[src/rtl/dqir_pkg.sv]
`timescale 1ns / 1ps
`default_nettype none
// ----------------------------------------------------------------------------
// dqir_pkg: shared types and constants of the deque
// Field widths, action and status codes, controller states and the command
// bundle from controller to datapath.
// ----------------------------------------------------------------------------
package dqir_pkg;

    localparam int ACTION_W   = 3;
    localparam int VALUE_W    = 32;
    localparam int INDEX_W    = 4;
    localparam int DATA_OUT_W = 32;
    localparam int STATUS_W   = 3;
    localparam int COUNT_W    = 5;

    localparam int S_TDATA_W  = 40;  // value + index, padded to bytes
    localparam int S_TUSER_W  = 3;   // action
    localparam int M_TDATA_W  = 40;  // data + element_count, padded to bytes
    localparam int M_TUSER_W  = 4;   // data_valid + status

    typedef enum logic [ACTION_W-1:0] {
        ACT_PUSH_FRONT = 3'd0,
        ACT_PUSH_BACK  = 3'd1,
        ACT_POP_FRONT  = 3'd2,
        ACT_POP_BACK   = 3'd3,
        ACT_READ_INDEX = 3'd4,
        ACT_ITER_RESET = 3'd5,
        ACT_ITER_NEXT  = 3'd6
    } action_t;

    typedef enum logic [STATUS_W-1:0] {
        STAT_OK    = 3'd0,
        STAT_FULL  = 3'd1,
        STAT_EMPTY = 3'd2,
        STAT_RANGE = 3'd3,
        STAT_END   = 3'd4
    } status_t;

    typedef enum logic {
        S_IDLE = 1'b0,
        S_EXEC = 1'b1
    } ctrl_state_t;

    typedef struct packed {
        logic load;   // capture the incoming transaction
        logic exec;   // carry out the captured action and load the result
    } cmd_t;

endpackage
`default_nettype wire

[src/rtl/dqir_ctrl.sv]
`timescale 1ns / 1ps
`default_nettype none
// ----------------------------------------------------------------------------
// dqir_ctrl: deque controller
// Sequences capture and execution of one action and owns the result valid.
// ----------------------------------------------------------------------------
module dqir_ctrl (
    input  wire logic           aclk,
    input  wire logic           aresetn,
    input  wire logic           s_tvalid,
    output logic                s_tready,
    output logic                m_tvalid,
    input  wire logic           m_tready,
    output dqir_pkg::cmd_t      cmd
);

    dqir_pkg::ctrl_state_t state_reg, state_next;
    logic out_valid_reg, out_valid_next;
    logic slot_free;

    assign slot_free = !out_valid_reg || m_tready;

    always_ff @(posedge aclk) begin
        if (!aresetn) begin
            state_reg     <= dqir_pkg::S_IDLE;
            out_valid_reg <= 1'b0;
        end else begin
            state_reg     <= state_next;
            out_valid_reg <= out_valid_next;
        end
    end

    // next state
    always_comb begin
        state_next = state_reg;
        unique case (state_reg)
            dqir_pkg::S_IDLE: begin
                if (s_tvalid) state_next = dqir_pkg::S_EXEC;
            end
            dqir_pkg::S_EXEC: begin
                if (slot_free) state_next = dqir_pkg::S_IDLE;
            end
            default: state_next = dqir_pkg::S_IDLE;
        endcase
    end

    // outputs
    always_comb begin
        s_tready = 1'b0;
        cmd      = '0;
        unique case (state_reg)
            dqir_pkg::S_IDLE: begin
                s_tready = 1'b1;
                cmd.load = s_tvalid;
            end
            dqir_pkg::S_EXEC: begin
                // hold until the result register is free or being emptied
                cmd.exec = slot_free;
            end
            default: begin
                s_tready = 1'b0;
            end
        endcase
    end

    always_comb begin
        out_valid_next = out_valid_reg;
        if (cmd.exec) begin
            out_valid_next = 1'b1;
        end else if (m_tready) begin
            out_valid_next = 1'b0;
        end
    end

    assign m_tvalid = out_valid_reg;

endmodule
`default_nettype wire

[src/rtl/dqir_dp.sv]
`timescale 1ns / 1ps
`default_nettype none
// ----------------------------------------------------------------------------
// dqir_dp: deque datapath
// Ring-buffer memory, head/occupancy/iterator registers, slot arithmetic and
// the result register.
// ----------------------------------------------------------------------------
module dqir_dp #(
    parameter int DEPTH      = 16,
    parameter int DATA_WIDTH = 32
) (
    input  wire logic                               aclk,
    input  wire logic                               aresetn,
    input  wire dqir_pkg::cmd_t                     cmd,
    input  wire logic [dqir_pkg::S_TDATA_W-1:0]     s_tdata,
    input  wire logic [dqir_pkg::S_TUSER_W-1:0]     s_tuser,
    output logic      [dqir_pkg::M_TDATA_W-1:0]     m_tdata,
    output logic      [dqir_pkg::M_TUSER_W-1:0]     m_tuser
);

    localparam int AW      = (DEPTH > 1) ? $clog2(DEPTH) : 1;
    localparam int CW      = $clog2(DEPTH + 1);
    localparam int IdxW    = dqir_pkg::INDEX_W;
    localparam int CmpW    = (CW > IdxW) ? CW : IdxW;
    localparam int CntW    = dqir_pkg::COUNT_W;
    localparam int OutW    = dqir_pkg::DATA_OUT_W;
    localparam int ValW    = dqir_pkg::VALUE_W;
    localparam int StatW   = dqir_pkg::STATUS_W;
    localparam int PadW    = dqir_pkg::M_TDATA_W - OutW - CntW;

    localparam logic [CW-1:0] FullCnt  = CW'(DEPTH);
    localparam logic [CW-1:0] OneCnt   = CW'(1);
    localparam logic [AW-1:0] LastSlot = AW'(DEPTH - 1);
    localparam logic [AW:0]   DepthSum = (AW + 1)'(DEPTH);

    // captured transaction
    dqir_pkg::action_t       action_reg;
    logic [DATA_WIDTH-1:0]   value_reg;
    logic [IdxW-1:0]         index_reg;

    // deque state
    logic [AW-1:0] head_reg, head_next;
    logic [CW-1:0] occ_reg,  occ_next;
    logic [CW-1:0] iter_reg, iter_next;

    // result register
    logic [DATA_WIDTH-1:0]   rd_reg;
    logic                    valid_reg, valid_next;
    dqir_pkg::status_t       status_reg, status_next;
    logic [CntW-1:0]         count_reg;

    logic [DATA_WIDTH-1:0]   mem [DEPTH];

    logic          wr_en, rd_en, use_head;
    logic [AW-1:0] offset;
    logic [AW:0]   slot_sum;
    logic [AW-1:0] slot;
    logic [AW-1:0] mem_addr;
    logic          full, empty;
    logic [OutW-1:0] data_out;

    assign full  = (occ_reg == FullCnt);
    assign empty = (occ_reg == '0);

    // slot of element k from the front: (head + k) mod DEPTH, with k < DEPTH
    assign slot_sum = {1'b0, head_reg} + {1'b0, offset};
    assign slot     = (slot_sum >= DepthSum) ? AW'(slot_sum - DepthSum)
                                             : slot_sum[AW-1:0];
    assign mem_addr = use_head ? head_next : slot;

    always_comb begin
        head_next   = head_reg;
        occ_next    = occ_reg;
        iter_next   = iter_reg;
        valid_next  = 1'b0;
        status_next = dqir_pkg::STAT_OK;
        wr_en       = 1'b0;
        rd_en       = 1'b0;
        use_head    = 1'b0;
        offset      = '0;
        unique case (action_reg)
            dqir_pkg::ACT_PUSH_FRONT: begin
                use_head = 1'b1;
                if (full) begin
                    status_next = dqir_pkg::STAT_FULL;
                end else begin
                    head_next = (head_reg == '0) ? LastSlot : head_reg - AW'(1);
                    wr_en     = 1'b1;
                    occ_next  = occ_reg + OneCnt;
                    if (iter_reg != '0) iter_next = iter_reg + OneCnt;
                end
            end
            dqir_pkg::ACT_PUSH_BACK: begin
                offset = AW'(occ_reg);
                if (full) begin
                    status_next = dqir_pkg::STAT_FULL;
                end else begin
                    wr_en    = 1'b1;
                    occ_next = occ_reg + OneCnt;
                end
            end
            dqir_pkg::ACT_POP_FRONT: begin
                priority if (empty) begin
                    status_next = dqir_pkg::STAT_EMPTY;
                end else if (occ_reg == OneCnt) begin
                    occ_next  = '0;
                    head_next = '0;
                    iter_next = '0;
                end else begin
                    head_next = (head_reg == LastSlot) ? '0 : head_reg + AW'(1);
                    occ_next  = occ_reg - OneCnt;
                    if (iter_reg != '0) iter_next = iter_reg - OneCnt;
                end
            end
            dqir_pkg::ACT_POP_BACK: begin
                priority if (empty) begin
                    status_next = dqir_pkg::STAT_EMPTY;
                end else if (occ_reg == OneCnt) begin
                    occ_next  = '0;
                    head_next = '0;
                    iter_next = '0;
                end else begin
                    // drop the iterator when its last returned element leaves
                    if (iter_reg == occ_reg) iter_next = '0;
                    occ_next = occ_reg - OneCnt;
                end
            end
            dqir_pkg::ACT_READ_INDEX: begin
                offset = AW'(index_reg);
                priority if (empty) begin
                    status_next = dqir_pkg::STAT_EMPTY;
                end else if (CmpW'(index_reg) >= CmpW'(occ_reg)) begin
                    status_next = dqir_pkg::STAT_RANGE;
                end else begin
                    rd_en      = 1'b1;
                    valid_next = 1'b1;
                end
            end
            dqir_pkg::ACT_ITER_RESET: begin
                iter_next = '0;
            end
            dqir_pkg::ACT_ITER_NEXT: begin
                offset = AW'(iter_reg);
                if (iter_reg >= occ_reg) begin
                    status_next = dqir_pkg::STAT_END;
                end else begin
                    rd_en      = 1'b1;
                    valid_next = 1'b1;
                    iter_next  = iter_reg + OneCnt;
                end
            end
            default: begin
                status_next = dqir_pkg::STAT_OK;
            end
        endcase
    end

    // capture the accepted transaction
    always_ff @(posedge aclk) begin
        if (cmd.load) begin
            action_reg <= dqir_pkg::action_t'(s_tuser[dqir_pkg::ACTION_W-1:0]);
            value_reg  <= DATA_WIDTH'(s_tdata[ValW-1:0]);
            index_reg  <= s_tdata[ValW +: IdxW];
        end
    end

    always_ff @(posedge aclk) begin
        if (!aresetn) begin
            head_reg <= '0;
            occ_reg  <= '0;
            iter_reg <= '0;
        end else if (cmd.exec) begin
            head_reg <= head_next;
            occ_reg  <= occ_next;
            iter_reg <= iter_next;
        end
    end

    always_ff @(posedge aclk) begin
        if (cmd.exec) begin
            valid_reg  <= valid_next;
            status_reg <= status_next;
            count_reg  <= CntW'(occ_next);
        end
    end

    // single-port ring buffer, registered read
    always_ff @(posedge aclk) begin
        if (cmd.exec && wr_en) begin
            mem[mem_addr] <= value_reg;
        end
        if (cmd.exec && rd_en) begin
            rd_reg <= mem[mem_addr];
        end
    end

    assign data_out = valid_reg ? OutW'(rd_reg) : '0;
    assign m_tdata  = {{PadW{1'b0}}, count_reg, data_out};
    assign m_tuser  = {StatW'(status_reg), valid_reg};

endmodule
`default_nettype wire

[src/rtl/deque_with_indexed_read.sv]
`timescale 1ns / 1ps
`default_nettype none
// ----------------------------------------------------------------------------
// deque_with_indexed_read: bounded double-ended queue with indexed read
// Ring-buffer deque with front/back push and pop, read by index and a
// forward iterator; one result transaction per input transaction.
// ----------------------------------------------------------------------------
// Each input transaction carries one action (push front, push back, pop
// front, pop back, read index, iterator reset, iterator next) and yields
// exactly one result with the data read, a data-valid flag, a status code and
// the element count after the action. Each action is first captured, then
// executed, which updates the pointers and performs the single access to the
// ring-buffer memory, whose read data is registered. A new transaction is
// taken while the previous result still waits on the output; execution holds
// only if that result has not been taken by then. Pushes on a full queue are
// dropped with status full, pops and reads on an empty queue report empty, an
// out-of-range index reports range, and the iterator stops at the end.
module deque_with_indexed_read #(
    parameter int DEPTH      = 16,
    parameter int DATA_WIDTH = 32
) (
    input  wire logic                             aclk,
    input  wire logic                             aresetn,
    input  wire logic                             s_tvalid,
    output logic                                  s_tready,
    // value[31:0], index[35:32], zero pad[39:36]
    input  wire logic [dqir_pkg::S_TDATA_W-1:0]   s_tdata,
    // action[2:0]
    input  wire logic [dqir_pkg::S_TUSER_W-1:0]   s_tuser,
    output logic                                  m_tvalid,
    input  wire logic                             m_tready,
    // data[31:0], element_count[36:32], zero pad[39:37]
    output logic      [dqir_pkg::M_TDATA_W-1:0]   m_tdata,
    // data_valid[0], status[3:1]
    output logic      [dqir_pkg::M_TUSER_W-1:0]   m_tuser
);

    dqir_pkg::cmd_t cmd;

    dqir_ctrl u_ctrl (
        .aclk     (aclk),
        .aresetn  (aresetn),
        .s_tvalid (s_tvalid),
        .s_tready (s_tready),
        .m_tvalid (m_tvalid),
        .m_tready (m_tready),
        .cmd      (cmd)
    );

    dqir_dp #(
        .DEPTH      (DEPTH),
        .DATA_WIDTH (DATA_WIDTH)
    ) u_dp (
        .aclk    (aclk),
        .aresetn (aresetn),
        .cmd     (cmd),
        .s_tdata (s_tdata),
        .s_tuser (s_tuser),
        .m_tdata (m_tdata),
        .m_tuser (m_tuser)
    );

endmodule
`default_nettype wire
[config.mk]
export PLATFORM = sky130hd
export DESIGN_NAME = deque_with_indexed_read
export DESIGN_NICKNAME = d
export VERILOG_FILES = /design/src/rtl/dqir_pkg.sv /design/src/rtl/dqir_ctrl.sv /design/src/rtl/dqir_dp.sv /design/src/rtl/deque_with_indexed_read.sv
export SDC_FILE = /design/constraint.sdc
export NUM_CORES = 1
export LEC_CHECK = 0
export ABC_AREA = 0
export BUFFER_PORTS_ARGS = -buffer_cell sky130_fd_sc_hd__buf_2
export CAP_MARGIN = 10
export CORE_ASPECT_RATIO = 1.1
export CORE_MARGIN = 1
export CORE_UTILIZATION = 30
export CTS_CLUSTER_DIAMETER = 200
export CTS_CLUSTER_SIZE = 16
export DETAILED_ROUTE_END_ITERATION = 6
export GPL_TIMING_DRIVEN = 0
export PLACE_DENSITY = 0.47
export SLEW_MARGIN = 20
export SYNTH_ARGS = -nofsm -noshare
export SYNTH_HDL_FRONTEND = slang
export SYNTH_SLANG_ARGS = --single-unit
[constraint.sdc]
create_clock -name aclk -period 4.9 [get_ports aclk]
set_input_delay 0.245 -clock aclk [delete_from_list [all_inputs] [get_ports aclk]]
set_output_delay 0.245 -clock aclk [all_outputs]
set_load 0.01 [all_outputs]
## Word level (Yosys, flattened, before mapping)

Memory sizes are Yosys's and may differ from the RTL's. A register that Yosys moved wholly into a read port is not among the register bits.
Cells that the tools add are included.

- Register bits: 64
- RAM bits: 512
- Bits of input ports: 47
- Output and inout port bits: 46
- Memories: 1

- Add/sub/neg operators: 8
- $lt $le $gt $ge: 3
- Equal/unequal tests: 17
- Multiplexer cells: 49
- Bitwise gates (word level): 1
- Reductions and logical operators: 13

Memory list:

| name | words | bits a word | read ports | clocked after memory_dff | write ports | RTL line | text |
|---|---|---|---|---|---|---|---|
| u_dp.mem | 16 | 32 | 1 | 1 | 1 | dqir_dp.sv:52 | `logic [DATA_WIDTH-1:0] mem [DEPTH];` |

Operators by type and width:

| operator | count |
|---|---|
| $mux W5 | 12 |
| $mux W4 | 9 |
| $mux W32 | 1 |
| $pmux W5 S5 | 1 |
| $pmux W4 S3 | 2 |
| $mux W1 | 16 |
| $pmux W3 S4 | 1 |
| $add A5 B1 Y5 const B | 2 |
| $pmux W5 S2 | 1 |
| $reduce_bool A5 Y1 | 2 |
| $sub A5 B1 Y5 const B | 2 |
| $eq A3 B3 Y1 const B | 3 |
| $reduce_and A9 Y1 | 1 |
| $ne A2 B2 Y1 const B | 4 |
| $sub A4 B1 Y4 const B | 2 |
| $eq A3 B2 Y1 const B | 2 |
| $mux W3 | 2 |
| $ne A3 B1 Y1 const B | 2 |
| $add A4 B4 Y5 | 1 |
| $eq A5 B1 Y1 const B | 1 |
| $eq A5 B5 Y1 | 1 |
| $eq A5 B5 Y1 const B | 1 |
| $ge A4 B5 Y1 | 1 |
| $ge A5 B5 Y1 | 1 |
| other kinds (16) | 20 |

## Longest topological paths before layout

- Depth after elaboration: 6
- Gate-level depth with buffers: 17
- Gate-level depth less buffers: 13

## Modules after synthesis

Synthesis repeated with hierarchy kept, for this count alone.

- Cell total of the unflattened synthesis: 1418
- Area total of the unflattened synthesis: 23572.6 um^2

By module, submodules not included:

| module | times used | cells each | area each (um^2) |
|---|---|---|---|
| dqir_dp | 1 | 1408 | 23462.5 |
| dqir_ctrl | 1 | 10 | 110.1 |

## Least setup slack after synthesis

No wires, ideal clock.

- Path type: register to register
- Start point: register u_dp.action_reg[1]
- End point: memory u_dp.mem[14][0], enable pin
- Setup time: 0.425 ns
- Data arrival time: 4.915 ns
- Setup slack: -0.439 ns
- Cell stages (with the launch flop): 16
- Period minus slack after synthesis: 5.339 ns
- Cell sequence: edfxtp_1 > buf_2 > buf_1 > clkbuf_1 > clkbuf_1 > mux2i_1 > o21ai_0 > ha_1 > inv_1 > fa_1 > nor3_1 > o21a_1 > clkbuf_1 > clkbuf_1 > nand2_1 > nor2b_1

- Longest elaborated chain between the ends: 6

RTL lines:

| item | RTL line | text |
|---|---|---|
| start, declared | dqir_dp.sv:37 | `dqir_pkg::action_t action_reg;` |
| start signal, assigned | dqir_dp.sv:161 | `action_reg <= dqir_pkg::action_t'(s_tuser[dqir_pkg::ACTION_W-1:0]);` |
| $eq A3 B3 Y1, or another cell as far along | dqir_dp.sv:81 | `unique case (action_reg)` |
| $pmux W4 S3 / $reduce_or A2 Y1 (equally long branches) | n/a |  |
| $add A4 B4 Y5 / $mux W1 (equally long branches) | n/a |  |
| $sub A4 B1 Y4, or another cell as far along | dqir_dp.sv:67 | `assign slot = (slot_sum >= DepthSum) ? AW'(slot_sum - DepthSum)` |
| $mux W4 / $mux W1 (equally long branches) | dqir_dp.sv:67, dqir_dp.sv:189 |  |
| $mux W4 / $mux W1 (equally long branches) | dqir_dp.sv:69, dqir_dp.sv:190 |  |
| end, declared | dqir_dp.sv:52 |  |

Parallel ways exist; a longest one is shown, timed or not.

## Worst setup path in the final report

- Start point: register u_dp.occ_reg[0]
- End point: memory u_dp.mem[14][11], enable pin

- Longest elaborated chain between the ends: 6

RTL lines:

| item | RTL line | text |
|---|---|---|
| start, declared | dqir_dp.sv:43 | `logic [CW-1:0] occ_reg, occ_next;` |
| start signal, assigned | dqir_dp.sv:174 | `occ_reg <= occ_next;` |
| parallel branches: the longest is 6 deep, another holds $add A4 B4 Y5 | n/a |  |

Parallel ways; which one is timed is not known.

==> qor.txt <==
Drt first pass iters: 7
Crit path max fanout: 17
Placed insts: 2761
WL/cell: 25.3 µm
Worst path cell trace: inv_1, ha_1, nor2_1, o21a_1, a221oi_1, o2bb2ai_2, o32ai_2, clkbuf_1, nor2b_4, buf_12
# H-tree levels: 2
Multi-input combinational cell area: 6030 µm²
Failing checks: design-rule violations
Hold path depth: 2
Dpl cell area: 27000 µm²
Clock-pin slew on the worst setup and hold paths: 0.08 ns
Layout cells sized above 1: 0.138
Die width: 275 µm
Worst path depth: 10
Final hold vios: 0
Power per standard cell area: 356 nW/µm²
Initial antenna violation count: 1
RSZ-0062 raised after global routing: false
CTS Root Cell: clkbuf_16
Core area: 80700 µm²
Post-synth EDFFs: 592
Detail Placement HPWL: 48.9 mm
GR Util All Layers: 0.174
CP top delay family: compound AO/OA/AOI/OAI gates
Critical Path AT: 4.99 ns
Fin nets: 1880
Die height: 302 µm
Initial DRC count: 1676
FF/Latch Area: 18100 µm²
Max Freq: 212 MHz
# fillers: 7698
Fraction of registers with async set or reset after synthesis: 0
Startpoint types: flop
Vias per cell: 5.36
Peak VDD IR: 0.207 mV
Crit path max-delay cell type: o32ai_2
Aggregate negative setup slack: 0 ns
WP data required: 5.17 ns
Worst-skew pair later-pin latency: 0.58 ns
Synth unique cells: 66
Setup ws final: 0.181 ns
Pin count of the biggest net entering global routing: 21
Period utilization: 0.963
Residual DRC: 11
# port buffers: 85
Post-route ant nets: 0
Die Footprint: 83100 µm²
Clock sink count: 608
Slew @ Worst Pin: 1.08 ns
Cell count after synthesis: 1594
RD Place Congestion: 0.829
Worst rel slew slack: 0.278
Area of the mapped netlist: 24600 µm²
Worst slack at placement: -1.57 ns
Bufs and invs on worst path: 3
Minimum hold slack: 0.369 ns
Flops & latches, synth: 608
Max-cap viol count: 0
Total power: 10.3 mW
Vias in the first global route: 15400
GRT overflow: 0
Initial Utilization: 0.304
DR vias: 15400
Area grow syn2layout: 17.4%
Post-synthesis sequential area ratio: 0.736
Status: finished, violations left
CP Capture Type: flop
Clock skew: 0.0211 ns
Main synth FF type: edfxtp_1
Clock buffer depth: 3
IO Pins: 93
Setup violators final: 0
Max incr delay on CP: 0.94 ns
TritonCTS clock tree: done
Syn. warnings: 0
CP Class: reg -> reg
Num CTS Buffers: 43
Core Rows: 109
First-pass GRT wire length: 105 mm
Worst r2r path cells: 10
P_leak: 9.38 nW
Post-layout util: 0.357
Period minus WS final: 4.72 ns
Max Slew Vio Count: 0
Number of flip-flops in the largest register: 512
Fin area: 28900 µm²
Fin cells: 2872
Final WL: 72.7 mm
Hold WC Path Type: in -> reg
Avg Synthesized Cell Area: 15.4 µm²
[timing repair]
action / 4_1_cts / 5_1_grt
gates resized for setup: 14 / 23
hold buffers: 43 / 0
setup buffers: 17 / 1
endpoints found under the hold margin: 43 / 0
endpoints found under the setup margin: 544 / 354
gates cloned: 0 / 0
pin swaps: 3 / 0
[worst paths after layout]
kind | startpoint | to | slack, ns
max | u_dp.occ_reg[0] | u_dp.mem[14][11] | 0.18
min | s_tdata[18] | u_dp.value_reg[18] | 0.37
max reg2reg | u_dp.occ_reg[0] | u_dp.mem[14][11] | 0.18
min reg2reg | u_ctrl.m_tvalid | u_ctrl.m_tvalid | 0.51
[cell families (layout without fill, tap and decap cells)]
group,count (synthesis),count (layout),share of synthesized area
buffers and inverters,142,363,0.0251
XOR/XNOR,4,4,0.00143
other,1,4,0.000153
flip-flops,608,608,0.736
multiplexers,5,5,0.00204
AND/OR/NAND/NOR,196,196,0.0436
adder cells (fa/ha/maj),22,22,0.0115
AO/OA/AOI/OAI,616,616,0.180
[worst reg2reg max path, cell delays in order (launching register included)]
cell	delay [ns]
dfxtp_1	0.63
inv_1	0.18
ha_1	0.31
nor2_1	0.54
o21a_1	0.31
a221oi_1	0.16
o2bb2ai_2	0.22
o32ai_2	0.94
clkbuf_1	0.57
nor2b_4	0.34
buf_12	0.21
[final cells by class]
type | instances | area share
Sequential cell | 608 | 0.627
Timing Repair Buffer | 172 | 0.0574
Antenna cell | 1 | 0.0000867
Buffer | 120 | 0.0195
Clock buffer | 50 | 0.0382
Tap cell | 1054 | 0.0457
Clock inverter | 1 | 0.000304
Multi-Input combinational cell | 846 | 0.209
Inverter | 20 | 0.00260
[placed cells by master, fill, tap and decap left out, types with 8 or more instances in the layout]
cell type and n:
dfxtp_1 16, a21o_1 10, a31oi_1 34, buf_4 22, a22o_1 68, a2111o_1 32, a222oi_1 67, and2_1 34
nor2b_4 13, ha_1 21, buf_2 102, a21oi_1 97, edfxtp_1 592, clkbuf_16 43, nor2_1 31, a21boi_0 20
dlygate4sd3_1 43, buf_16 9, nor3_1 8, a22oi_1 64, inv_1 19, a21boi_1 47, clkbuf_1 79, nand3_1 37
clkbuf_2 12, o21ai_0 133, buf_12 22, nand2_1 31
[synth_stat cells (19+ instances only)]
cell,n,share of area
nand2_1,31,0.0047
a21boi_1,48,0.015
a22oi_1,64,0.020
a31oi_1,34,0.0087
a2111o_1,32,0.015
and2_1,34,0.0087
nand3_1,37,0.0075
a222oi_1,67,0.027
nor2_1,35,0.0053
inv_1,19,0.0029
edfxtp_1,592,0.72
a22o_1,68,0.024
o21ai_0,135,0.027
ha_1,21,0.011
clkbuf_1,89,0.014
a21boi_0,20,0.0061
a21oi_1,97,0.020
[power breakdown]
part	internal, mW	total (mW)	switching (mW)
logic	0.401	1.10	0.701
clock network	1.58	3.28	1.70
registers	5.78	5.88	0.0980
[routing by layer]
layer / global-route usage / share of wire / vias up
met5: 0 / 0 / -
met4: 0.0399 / 0.019 / 0
met3: 0.0206 / 0.043 / 78
met2: 0.307 / 0.51 / 427
met1: 0.226 / 0.43 / 7959
li1: - / - / 6930
No activity file was read; power rests on OpenSTA's default activity.
